===== src/hmi_pkg.sv =====
// hmi_pkg: types and constants shared by the histogram mode interpolator.
// Used by hmi_ctrl, hmi_datapath, histogram_mode_interpolate and hmi_checker.
// No dependencies.
package hmi_pkg;

    // Register indexes of the configuration port
    localparam int CFG_IDX_W = 1;
    localparam logic [CFG_IDX_W-1:0] CFG_LOW_EDGE  = 1'b0;
    localparam logic [CFG_IDX_W-1:0] CFG_BIN_WIDTH = 1'b1;

    localparam logic [31:0] LOW_EDGE_RESET  = 32'd0;
    localparam logic [30:0] BIN_WIDTH_RESET = 31'd65536;

    // Quotient bits produced by the restoring divider (quotient <= bin_width < 2^31)
    localparam int DIV_STEPS = 32;

    // How the bin offset is formed
    localparam logic [1:0] SEL_EDGE   = 2'd0;  // two equal bins: boundary between them
    localparam logic [1:0] SEL_MID    = 2'd1;  // midpoint of the peak bin
    localparam logic [1:0] SEL_INTERP = 2'd2;  // parabolic interpolation

    typedef struct packed {
        logic [31:0] bin_count;
        logic        last;
    } item_t;

    typedef struct packed {
        logic signed [31:0] mode_value;
        logic [11:0]        peak_bin;
        logic               saturated;
    } result_t;

    // Controller to datapath commands
    typedef struct packed {
        logic track;     // take one bin beat into the peak tracker
        logic mul_num;   // width*dh1, load divider, pick offset form
        logic div_step;  // one restoring divide step
        logic mul_base;  // width*b or width*(2b+1), round quotient
        logic finish;    // form mode, register result, clear tracker
    } cmd_t;

endpackage


===== src/hmi_ctrl.sv =====
// hmi_ctrl: sequencer for the histogram mode interpolator.
// Accepts bin beats while idle and steps the datapath through the final math.
// Depends on hmi_pkg.
module hmi_ctrl (
    input  logic          clk,
    input  logic          rst_n,
    input  logic          start,
    input  logic          last,
    output logic          busy,
    output hmi_pkg::cmd_t cmd
);
    import hmi_pkg::*;

    localparam logic [2:0] S_IDLE = 3'd0;
    localparam logic [2:0] S_MUL  = 3'd1;
    localparam logic [2:0] S_DIV  = 3'd2;
    localparam logic [2:0] S_BASE = 3'd3;
    localparam logic [2:0] S_FIN  = 3'd4;

    localparam int STEP_W = $clog2(DIV_STEPS);

    logic [2:0]        state_reg, state_next;
    logic [STEP_W-1:0] step_reg, step_next;

    always_ff @(posedge clk or negedge rst_n)
    begin
        if (!rst_n)
        begin
            state_reg <= S_IDLE;
            step_reg  <= '0;
        end
        else
        begin
            state_reg <= state_next;
            step_reg  <= step_next;
        end
    end

    always_comb
    begin
        state_next = state_reg;
        step_next  = step_reg;
        cmd        = '0;
        case (state_reg)
            S_IDLE:
            begin
                if (start)
                begin
                    cmd.track = 1'b1;
                    if (last)
                        state_next = S_MUL;
                end
            end
            S_MUL:
            begin
                cmd.mul_num = 1'b1;
                step_next   = '0;
                state_next  = S_DIV;
            end
            S_DIV:
            begin
                cmd.div_step = 1'b1;
                step_next    = step_reg + 1'b1;
                if (step_reg == STEP_W'(DIV_STEPS - 1))
                    state_next = S_BASE;
            end
            S_BASE:
            begin
                cmd.mul_base = 1'b1;
                state_next   = S_FIN;
            end
            S_FIN:
            begin
                cmd.finish = 1'b1;
                state_next = S_IDLE;
            end
            default:
            begin
                state_next = S_IDLE;
            end
        endcase
    end

    assign busy = (state_reg != S_IDLE);

endmodule


===== src/hmi_datapath.sv =====
// hmi_datapath: peak tracker, shared multiplier, restoring divider and
// saturating output stage of the histogram mode interpolator.
// Depends on hmi_pkg; driven by hmi_ctrl.
module hmi_datapath #(
    parameter int MAX_BINS = 4096
) (
    input  logic                            clk,
    input  logic                            rst_n,
    input  hmi_pkg::cmd_t                   cmd,
    input  hmi_pkg::item_t                  item,
    input  logic                            cfg_we,
    input  logic [hmi_pkg::CFG_IDX_W-1:0]   cfg_index,
    input  logic [31:0]                     cfg_data,
    output logic                            done,
    output hmi_pkg::result_t                result
);
    import hmi_pkg::*;

    localparam int IDX_W = (MAX_BINS > 1) ? $clog2(MAX_BINS) : 1;
    localparam int CNT_W = $clog2(MAX_BINS + 1);

    localparam logic signed [49:0] MODE_MAX = 50'sd2147483647;
    localparam logic signed [49:0] MODE_MIN = -50'sd2147483648;

    // configuration
    logic [31:0] low_edge_reg;
    logic [30:0] bin_width_reg;

    // peak tracker
    logic [31:0]      prev_reg, prev_next;
    logic [31:0]      peak_reg, peak_next;
    logic [IDX_W-1:0] pidx_reg, pidx_next;
    logic [31:0]      left_reg, left_next;
    logic [31:0]      right_reg, right_next;
    logic             rp_reg, rp_next;
    logic [CNT_W-1:0] seen_reg, seen_next;

    // arithmetic
    logic [1:0]  sel_reg;
    logic [32:0] den_reg;
    logic [32:0] rem_reg;
    logic [31:0] sh_reg;
    logic [31:0] q_reg;
    logic [31:0] qr_reg;
    logic [47:0] base_reg;
    logic        done_reg;
    result_t     result_reg;

    logic [31:0]      dh1, dh2;
    logic [31:0]      mul_b;
    logic [62:0]      prod;
    logic [CNT_W:0]   n_ext, b_inc;
    logic [1:0]       sel_now;
    logic [33:0]      trial;
    logic             trial_ge;
    logic             round_up;
    logic [48:0]      offset;
    logic signed [49:0] mode_full;

    always_ff @(posedge clk or negedge rst_n)
    begin
        if (!rst_n)
        begin
            low_edge_reg  <= LOW_EDGE_RESET;
            bin_width_reg <= BIN_WIDTH_RESET;
        end
        else if (cfg_we)
        begin
            case (cfg_index)
                CFG_LOW_EDGE:  low_edge_reg  <= cfg_data;
                CFG_BIN_WIDTH: bin_width_reg <= cfg_data[30:0];
                default:       ;
            endcase
        end
    end

    // tracker next state
    always_comb
    begin
        prev_next  = prev_reg;
        peak_next  = peak_reg;
        pidx_next  = pidx_reg;
        left_next  = left_reg;
        right_next = right_reg;
        rp_next    = rp_reg;
        seen_next  = seen_reg;
        if (cmd.track && (seen_reg < CNT_W'(MAX_BINS)))
        begin
            if (seen_reg == '0)
            begin
                peak_next = item.bin_count;
                pidx_next = '0;
                left_next = '0;
                rp_next   = 1'b1;
            end
            else
            begin
                if (rp_reg)
                begin
                    right_next = item.bin_count;
                    rp_next    = 1'b0;
                end
                if (item.bin_count > peak_reg)
                begin
                    peak_next = item.bin_count;
                    pidx_next = seen_reg[IDX_W-1:0];
                    left_next = prev_reg;
                    rp_next   = 1'b1;
                end
            end
            prev_next = item.bin_count;
            seen_next = seen_reg + 1'b1;
        end
        if (cmd.finish)
        begin
            prev_next  = '0;
            peak_next  = '0;
            pidx_next  = '0;
            left_next  = '0;
            right_next = '0;
            rp_next    = 1'b0;
            seen_next  = '0;
        end
    end

    always_ff @(posedge clk or negedge rst_n)
    begin
        if (!rst_n)
        begin
            prev_reg  <= '0;
            peak_reg  <= '0;
            pidx_reg  <= '0;
            left_reg  <= '0;
            right_reg <= '0;
            rp_reg    <= 1'b0;
            seen_reg  <= '0;
            done_reg  <= 1'b0;
        end
        else
        begin
            prev_reg  <= prev_next;
            peak_reg  <= peak_next;
            pidx_reg  <= pidx_next;
            left_reg  <= left_next;
            right_reg <= right_next;
            rp_reg    <= rp_next;
            seen_reg  <= seen_next;
            done_reg  <= cmd.finish;
        end
    end

    // offset form, decided once the last bin is in
    assign n_ext = (CNT_W+1)'(seen_reg);
    assign b_inc = (CNT_W+1)'(pidx_reg) + 1'b1;

    always_comb
    begin
        if ((n_ext == (CNT_W+1)'(2)) && (pidx_reg == '0) && (right_reg == peak_reg))
            sel_now = SEL_EDGE;
        else if ((n_ext <= (CNT_W+1)'(2)) || (pidx_reg == '0) || (b_inc >= n_ext))
            sel_now = SEL_MID;
        else
            sel_now = SEL_INTERP;
    end

    // shared 31x32 multiplier
    assign dh1   = peak_reg - left_reg;
    assign dh2   = peak_reg - right_reg;
    assign mul_b = cmd.mul_num ? dh1 :
                   (sel_reg == SEL_MID) ? 32'({pidx_reg, 1'b1}) : 32'(pidx_reg);
    assign prod  = {32'd0, bin_width_reg} * {31'd0, mul_b};

    // restoring divide step; quotient fits 32 bits, so the high part of
    // the numerator is already below the divisor
    assign trial    = {rem_reg, sh_reg[31]};
    assign trial_ge = (trial >= {1'b0, den_reg});
    assign round_up = ({rem_reg, 1'b0} >= {1'b0, den_reg});

    always_ff @(posedge clk)
    begin
        if (cmd.mul_num)
        begin
            rem_reg <= {2'b00, prod[62:32]};
            sh_reg  <= prod[31:0];
            den_reg <= {1'b0, dh1} + {1'b0, dh2};
            sel_reg <= sel_now;
            q_reg   <= '0;
        end
        else if (cmd.div_step)
        begin
            rem_reg <= trial_ge ? 33'(trial - {1'b0, den_reg}) : trial[32:0];
            q_reg   <= {q_reg[30:0], trial_ge};
            sh_reg  <= {sh_reg[30:0], 1'b0};
        end
        if (cmd.mul_base)
        begin
            base_reg <= prod[47:0];
            qr_reg   <= q_reg + 32'(round_up);
        end
        if (cmd.finish)
            result_reg <= '{mode_value: (mode_full > MODE_MAX) ? 32'sh7FFFFFFF :
                                        (mode_full < MODE_MIN) ? 32'sh80000000 :
                                        mode_full[31:0],
                            peak_bin:   12'(pidx_reg),
                            saturated:  (mode_full > MODE_MAX) || (mode_full < MODE_MIN)};
    end

    always_comb
    begin
        case (sel_reg)
            SEL_EDGE:   offset = 49'(bin_width_reg);
            SEL_INTERP: offset = {1'b0, base_reg} + 49'(qr_reg);
            default:    offset = ({1'b0, base_reg} + 49'd1) >> 1;
        endcase
    end

    assign mode_full = $signed({{18{low_edge_reg[31]}}, low_edge_reg}) + $signed({1'b0, offset});

    assign done   = done_reg;
    assign result = result_reg;

endmodule


===== src/histogram_mode_interpolate.sv =====
// histogram_mode_interpolate: top level of the histogram mode estimator.
// Instantiates hmi_ctrl and hmi_datapath; depends on hmi_pkg.
//
// Channel  | Ports                          | Beat taken when
// ---------+--------------------------------+------------------------------
// bins in  | start, busy, item              | start && !busy at clk rise
// result   | done, result                   | done high (one cycle, no stall)
// config   | cfg_we, cfg_index, cfg_data    | cfg_we high at clk rise
//
// The tracker keeps up at one bin per clock while busy is low.
// The beat with last set starts a run: one multiply, 32 divide steps
// of the restoring divider, one multiply, one output step. busy is high
// through that run and done strobes for one cycle as busy drops.
// Reset (rst_n, async, active low) restores low_edge = 0, bin_width = 1.0
// and an empty histogram. The result side cannot stall.
module histogram_mode_interpolate #(
    parameter int MAX_BINS = 4096
) (
    input  logic                            clk,
    input  logic                            rst_n,
    input  logic                            start,
    output logic                            busy,
    input  hmi_pkg::item_t                  item,
    output logic                            done,
    output hmi_pkg::result_t                result,
    input  logic                            cfg_we,
    input  logic [hmi_pkg::CFG_IDX_W-1:0]   cfg_index,
    input  logic [31:0]                     cfg_data
);
    import hmi_pkg::*;

    cmd_t cmd;

    // sequencer: accepts bin beats, then walks the final math
    hmi_ctrl u_ctrl (
        .clk   (clk),
        .rst_n (rst_n),
        .start (start),
        .last  (item.last),
        .busy  (busy),
        .cmd   (cmd)
    );

    // tracker, multiplier, divider and saturating output register
    hmi_datapath #(
        .MAX_BINS (MAX_BINS)
    ) u_dp (
        .clk       (clk),
        .rst_n     (rst_n),
        .cmd       (cmd),
        .item      (item),
        .cfg_we    (cfg_we),
        .cfg_index (cfg_index),
        .cfg_data  (cfg_data),
        .done      (done),
        .result    (result)
    );

endmodule


===== config.mk =====
export PLATFORM = sky130hd
export DESIGN_NAME = histogram_mode_interpolate
export DESIGN_NICKNAME = d
export VERILOG_FILES = /design/src/hmi_pkg.sv /design/src/hmi_ctrl.sv /design/src/hmi_datapath.sv /design/src/histogram_mode_interpolate.sv
export SDC_FILE = /design/constraint.sdc
export NUM_CORES = 2
export LEC_CHECK = 0
export ABC_CLOCK_PERIOD_IN_PS = 16110
export BUFFER_PORTS_ARGS = -buffer_cell sky130_fd_sc_hd__buf_2
export CAP_MARGIN = 20
export CORE_UTILIZATION = 30
export DETAILED_ROUTE_END_ITERATION = 8
export HOLD_SLACK_MARGIN = 0.15
export PLACE_DENSITY = 0.46
export SYNTH_ARGS = -nofsm -noshare
export SYNTH_HDL_FRONTEND = slang
export SYNTH_SLANG_ARGS = --single-unit

===== constraint.sdc =====
create_clock -name clk -period 16.11 [get_ports clk]
set_input_delay 0 -clock clk [delete_from_list [all_inputs] [get_ports clk]]
set_output_delay 0 -clock clk [all_outputs]
set_load 0.1 [all_outputs]

* Yosys cells after proc, flatten, opt, wreduce, memory -nomap -nowiden
Index checks and enable logic that the tools add are counted.
** Storage, ports and cells
- Word-level logic and storage cells :: 123
- Input bits :: 70
- Bits in registers :: 483
- Output and inout port bits :: 47
** Operators by class
- Bitwise logic cells :: 1
- Multipliers :: 1
- Order comparisons :: 8
- $add $sub $neg :: 11
- Equal/unequal tests :: 13
- Reductions and logical operators :: 21
- Multiplexer cells :: 45
** Operators by type and width (number)
- 32-bit two-way mux :: 18
- 49-bit case mux with 2 select lines :: 1
- 34-bit by 33-bit >= comparator with 1-bit output :: 2
- 32-bit subtractor :: 2
- 31-bit by 32-bit multiplier with 63-bit output :: 1
- 31-bit two-way mux :: 2
- 32-bit by 50-bit adder with 50-bit output :: 1
- 50-bit by 32-bit > comparator with 1-bit output, second input constant :: 1
- 50-bit by 32-bit less-than comparator with 1-bit output, second input constant :: 1
- 48-bit by 1-bit adder with 49-bit output, second input constant :: 1
- 48-bit by 32-bit adder with 49-bit output :: 1
- 12-bit two-way mux :: 4
- 13-bit two-way mux :: 3
- 32-bit by 32-bit adder with 33-bit output :: 1
- 33-bit two-way mux :: 1
- 33-bit subtractor :: 1
- 32-bit by 1-bit adder with 32-bit output :: 1
- 32-bit equality test :: 1
- 32-bit > comparator :: 1
- 14-bit by 13-bit >= comparator with 1-bit output :: 1
- 12-bit by 1-bit adder with 13-bit output, second input constant :: 1
- 13-bit by 1-bit adder with 13-bit output, second input constant :: 1
- 13-bit by 2-bit equality test with 1-bit output, second input constant :: 1
- 13-bit by 2-bit less-or-equal comparator with 1-bit output, second input constant :: 1
- other kinds (26) :: 51

* Logic depth before layout (Yosys ltp)
- Word-level depth :: 5
- Depth in mapped cells :: 43
- Gate-level depth less buffers :: 41

* Modules after synthesis
From an unflattened synthesis, not the netlist that was laid out.
** Second synthesis, totals
- Cell total of the unflattened synthesis :: 7176
- Area total of the unflattened synthesis :: 64857.2 um2
** By module, submodules not included
- hmi_datapath :: seq. area each 12833.6 um2, cells each 7142, area each 64436.8 um2, instances 1
- hmi_ctrl :: seq. area each 200.2 um2, cells each 34, area each 420.4 um2, instances 1

* Worst setup path after synthesis
OpenSTA, ideal clock, no wires.
- Kind :: reg-to-reg
- From :: reg u_ctrl.state_reg[1]
- To :: reg u_dp.rem_reg[22] (data pin)
- Library setup time :: 271 ps
- Clock period less this slack :: 9978 ps
- Setup slack :: 6132 ps
- Arrival time :: 9707 ps
- Path buffers :: 5
- Stages on the path, launching flop included :: 32
- Required time :: 15839 ps
- Path through :: dfrtp_1 or3b_2 clkbuf_1 inv_1 clkbuf_1 clkbuf_1 clkbuf_1 buf_1 nand3_1 fa_1 fa_1 fa_1 fa_1 inv_1 fa_1 fa_1 fa_1 inv_1 fa_1 inv_1 ha_1 a21o_1 a21o_1 a21oi_1 o21ai_0 a31o_2 o22a_1 a31oi_2 o21ai_1 a21oi_1 xor2_1 a21oi_1
** Between the ends
- Cells in the longest elaborated chain, start to end :: 5
** RTL lines
- from (decl) :: RTL line hmi_ctrl.sv:22 : logic [2:0] state_reg, state_next;
- from (signal assigned) :: RTL line hmi_ctrl.sv:34 : state_reg <= state_next;
- 3-bit by 1-bit equality test with 1-bit output (*) :: RTL line hmi_ctrl.sv:44 : case (state_reg)
- 1-bit two-way mux (*) :: RTL line hmi_ctrl.sv:44
- 32-bit two-way mux :: RTL line hmi_datapath.sv:169 : assign mul_b = cmd.mul_num ? dh1 :
- 31-bit by 32-bit multiplier with 63-bit output :: RTL line hmi_datapath.sv:171 : assign prod = {32'd0, bin_width_reg} * {31'd0, mul_b};
- 31-bit two-way mux (*) :: RTL line hmi_datapath.sv:181 : if (cmd.mul_num)
- to (signal assigned) :: RTL line hmi_datapath.sv:183 : rem_reg <= {2'b00, prod[62:32]};
- to (signal assigned) :: RTL line hmi_datapath.sv:191 : rem_reg <= trial_ge ? 33'(trial - {1'b0, den_reg}) : trial[32:0];
- to (decl) :: RTL line hmi_datapath.sv:41 : logic [32:0] rem_reg;
Every way passes the cells marked *; elsewhere a longest branch is shown, timed or not.
A chain may end at the register's enable or synchronous reset.

* Worst setup path after layout
- From :: reg u_dp.peak_reg[0]
- To :: reg u_dp.rem_reg[28] (data pin)
** Between the ends
- Cells in the longest elaborated chain, start to end :: 4
** RTL lines
- from (decl) :: RTL line hmi_datapath.sv:31 : logic [31:0] peak_reg, peak_next;
- from (signal assigned) :: RTL line hmi_datapath.sv:142 : peak_reg <= peak_next;
- 32-bit subtractor :: RTL line hmi_datapath.sv:167 : assign dh1 = peak_reg - left_reg;
- 32-bit two-way mux :: RTL line hmi_datapath.sv:169
- 31-bit by 32-bit multiplier with 63-bit output :: RTL line hmi_datapath.sv:171
- 31-bit two-way mux :: RTL line hmi_datapath.sv:181
Every way passes these cells.

==> impl_metrics.csv <==
group,metric,value,unit
setup_path,r2r_cells,37,
setup_path,endpoint_kind,"register",
floorplanning,start_util,0.303,
global_routing,grt_max_degree,104,
drt,antenna_left,0,
floorplanning,die_area,217000,µm²
clock_network,root_buffer,"clkbuf_16",
global_routing,grt_pass1_wl,339,mm
placed_design,gp_congestion,0.912,
logic_synthesis,yosys.cell_types.count,99,
global_routing,antenna_found_initial,17,
floorplanning,core_area,213000,µm²
drt,vias,51200,
logic_synthesis,synth_seq_area_share,0.202,
drt,wire_per_inst,22.0,µm
logic_synthesis,ys_ff_latch,483,
logic_synthesis,syn_inst,7156,
setup_path,worstSetupStartpointType,"register",
drt,drt_iter0_markers,3578,
drt,firstDrtPassIters,6,
setup_path,r2r_start,"u_dp.peak_reg[0]$_DFFE_PN0P_",
floorplanning,dieHeight,465,µm
global_routing,grt_use_total,0.206,
clock_network,clock-sinks,483,
placed_design,dp.final_hpwl,172,mm
setup_path,cp_max_fo,17,
drt,viasPerCell,5.08,
logic_synthesis,syn_area_per_cell,9.01,µm²
finish,fillCellCount,22400,
hold_path,hold_end,"u_dp.peak_reg[14]$_DFFE_PN0P_",
clock_network,clk_path_buf_depth,3,
floorplanning,io_pins,117,
setup_path,r2r_setup_slack,4.73,ns
setup_path,worstPathRequired,16.47,ns
setup_path,slowest_delay,0.73,ns
sta,slew_viol_final,0,
status,outcome,"finished, final reports clean",
clock_network,cts_setup_buffers,0,
drt,post-route-drc-count,0,
sta,tns,0,ns
logic_synthesis,synth_ff_type,"dfrtp_1",
logic_synthesis,syn_nets,8616,
setup_path,crit_type,"reg -> reg",
sta,max_freq,87.9,MHz
sta,rsz0062_at_grt,"no",
job,drv_cap,0,
setup_path,cp_common_cell,"fa_1",
clock_network,cts_tree,"done",
finish,areaGrowthSynthToFinish,10.6,%
setup_path,r2r_end,"u_dp.rem_reg[28]$_DFFE_PP_",
clock_network,clk_pin_slew,0.07,ns
finish,layout-drive-gt1-share,0.0635,
logic_synthesis,synth_area,64400,µm²
drt,wirelength,222,mm
hold_path,holdPathStages,4,
sta,fin_worst_skew,0.0220,ns
clock_network,htreeDepth,2,
sta,fin_crit_sh,0.706,
finish,final_common_cell,"inv_1",
placed_design,io_buffers,116,
finish,mostFrequentLayoutCells,"inv_1 (1104), nand2_1 (964), fa_1 (872)",
logic_synthesis,async_reset_ff_frac,0.468,
floorplanning,rows,169,
global_routing,overflow,0,
hold_path,min_from,"item[15]",
logic_synthesis,synth-edff-count,223,
finish,largest_register_ffs,48,
logic_synthesis,ys_warn_count,0,
hold_path,min_path_type,"in -> reg",
clock_network,cts-buffers-inserted,56,
sta,max_slew_margin,0.280,
setup_path,crit_slowest_cell,"clkinv_1",
sta,min_period,11.38,ns
global_routing,grt_pass1_vias,53600,
finish,layout.nets,8659,
floorplanning,die_x,465,µm
sta,tightest_slew,1.07,ns
sta,setup-violations-final,0,
setup_path,crit_arrival,11.74,ns
sta,hold_violations,0,
clock_network,insertion_delay,0.65,ns
==> layer usage <==
metal  wire (µm)  global-route usage  vias to the layer above
met4        8650              0.0705                        0
met1       97700               0.273                    26200
met3        9520              0.0183                      332
li1            -                   -                    23300
met2      106000               0.349                     1354
met5           0                   0                        -
==> synth_stat cells, drive strengths merged (72+ instances only) <==
cell type	count	area [µm²]
fa	872	17500
xnor2	226	1980
a21o	151	1130
clkbuf	311	1170
a21oi	350	1760
nor2	455	1710
edfxtp	223	6700
ha	518	6480
nand3	131	656
and2	263	1650
o21ai	206	1030
inv	1109	4160
nand2	965	3620
xor2	112	981
dfrtp	225	5630
nor3	72	370
and3	106	663
==> final cells by class <==
class | count | area [µm²] | share of cell area
clock buffer | 80 | 1660 | 0.0232
clock inverter | 22 | 282 | 0.00395
inverter | 1113 | 4190 | 0.0588
tap | 2821 | 3530 | 0.0495
antenna | 14 | 35.0 | 0.000491
sequential | 483 | 13000 | 0.183
timing repair buffer | 327 | 2480 | 0.0348
multi-input combinational | 5218 | 46100 | 0.646
==> critical path: cells and delay by family, from the launching register on <==
family / cells / cell delay (ns)
buf+inv: 6 / 1.24
flops: 1 / 0.38
simple gates: 6 / 1.38
xor+xnor: 2 / 0.28
fa+ha+maj: 11 / 5.03
compound gates: 12 / 2.72
==> through the flow <==
step | setup WS, ns | cells | util | area, µm² | hold slack (ns)
6_report | 4.73 | 10100 | 0.335 | 71300 | 0.181
3_3_place_gp | 4.99 | 9861 | 0.321 | 68300 | 0.148
4_1_cts | 4.77 | 10100 | 0.335 | 71200 | 0.150
2_1_floorplan | 6.13 | 7156 | - | 64400 | -0.296
5_1_grt | 4.09 | 10100 | 0.335 | 71300 | 0.179
3_5_place_dp | 4.82 | 9862 | 0.321 | 68300 | 0.151
==> how the worst max path moves through the flow <==
stage / from / end / slack, ns / depth (start not counted)
4_1_cts: u_dp.peak_reg[4]$_DFFE_PN0P_ / u_dp.rem_reg[28]$_DFFE_PP_ / 4.77 / 37
2_1_floorplan: u_ctrl.state_reg[1]$_DFFE_PN0P_ / u_dp.rem_reg[22]$_DFFE_PP_ / 6.13 / 31
6_report: u_dp.peak_reg[0]$_DFFE_PN0P_ / u_dp.rem_reg[28]$_DFFE_PP_ / 4.73 / 37
3_5_place_dp: u_dp.peak_reg[4]$_DFFE_PN0P_ / u_dp.rem_reg[28]$_DFFE_PP_ / 4.82 / 37
3_3_place_gp: u_dp.peak_reg[4]$_DFFE_PN0P_ / u_dp.rem_reg[28]$_DFFE_PP_ / 4.99 / 37
5_1_grt: u_dp.peak_reg[4]$_DFFE_PN0P_ / u_dp.rem_reg[28]$_DFFE_PP_ / 4.09 / 39
==> cells by family after synthesis <==
| logic type | count (synthesis) | share of synthesized area |
|---|---|---|
| AOI/OAI and AO/OA | 1162 | 0.118 |
| and+or+nand+nor | 2205 | 0.157 |
| adders and majority gates | 1390 | 0.371 |
| xor gates and xnor gates | 338 | 0.0459 |
| muxes | 123 | 0.0204 |
| DFF | 483 | 0.202 |
| buffers and inverters | 1455 | 0.0852 |
==> timing repair <==
item / 4_1_cts / 5_1_grt
resized for setup: 0 / 0
hold endpoints to repair: 265 / 0
hold buffers: 99 / 0
Power is not shown: default switching activity piles up to over one toggle a cycle in this logic, so the estimate is an artifact.
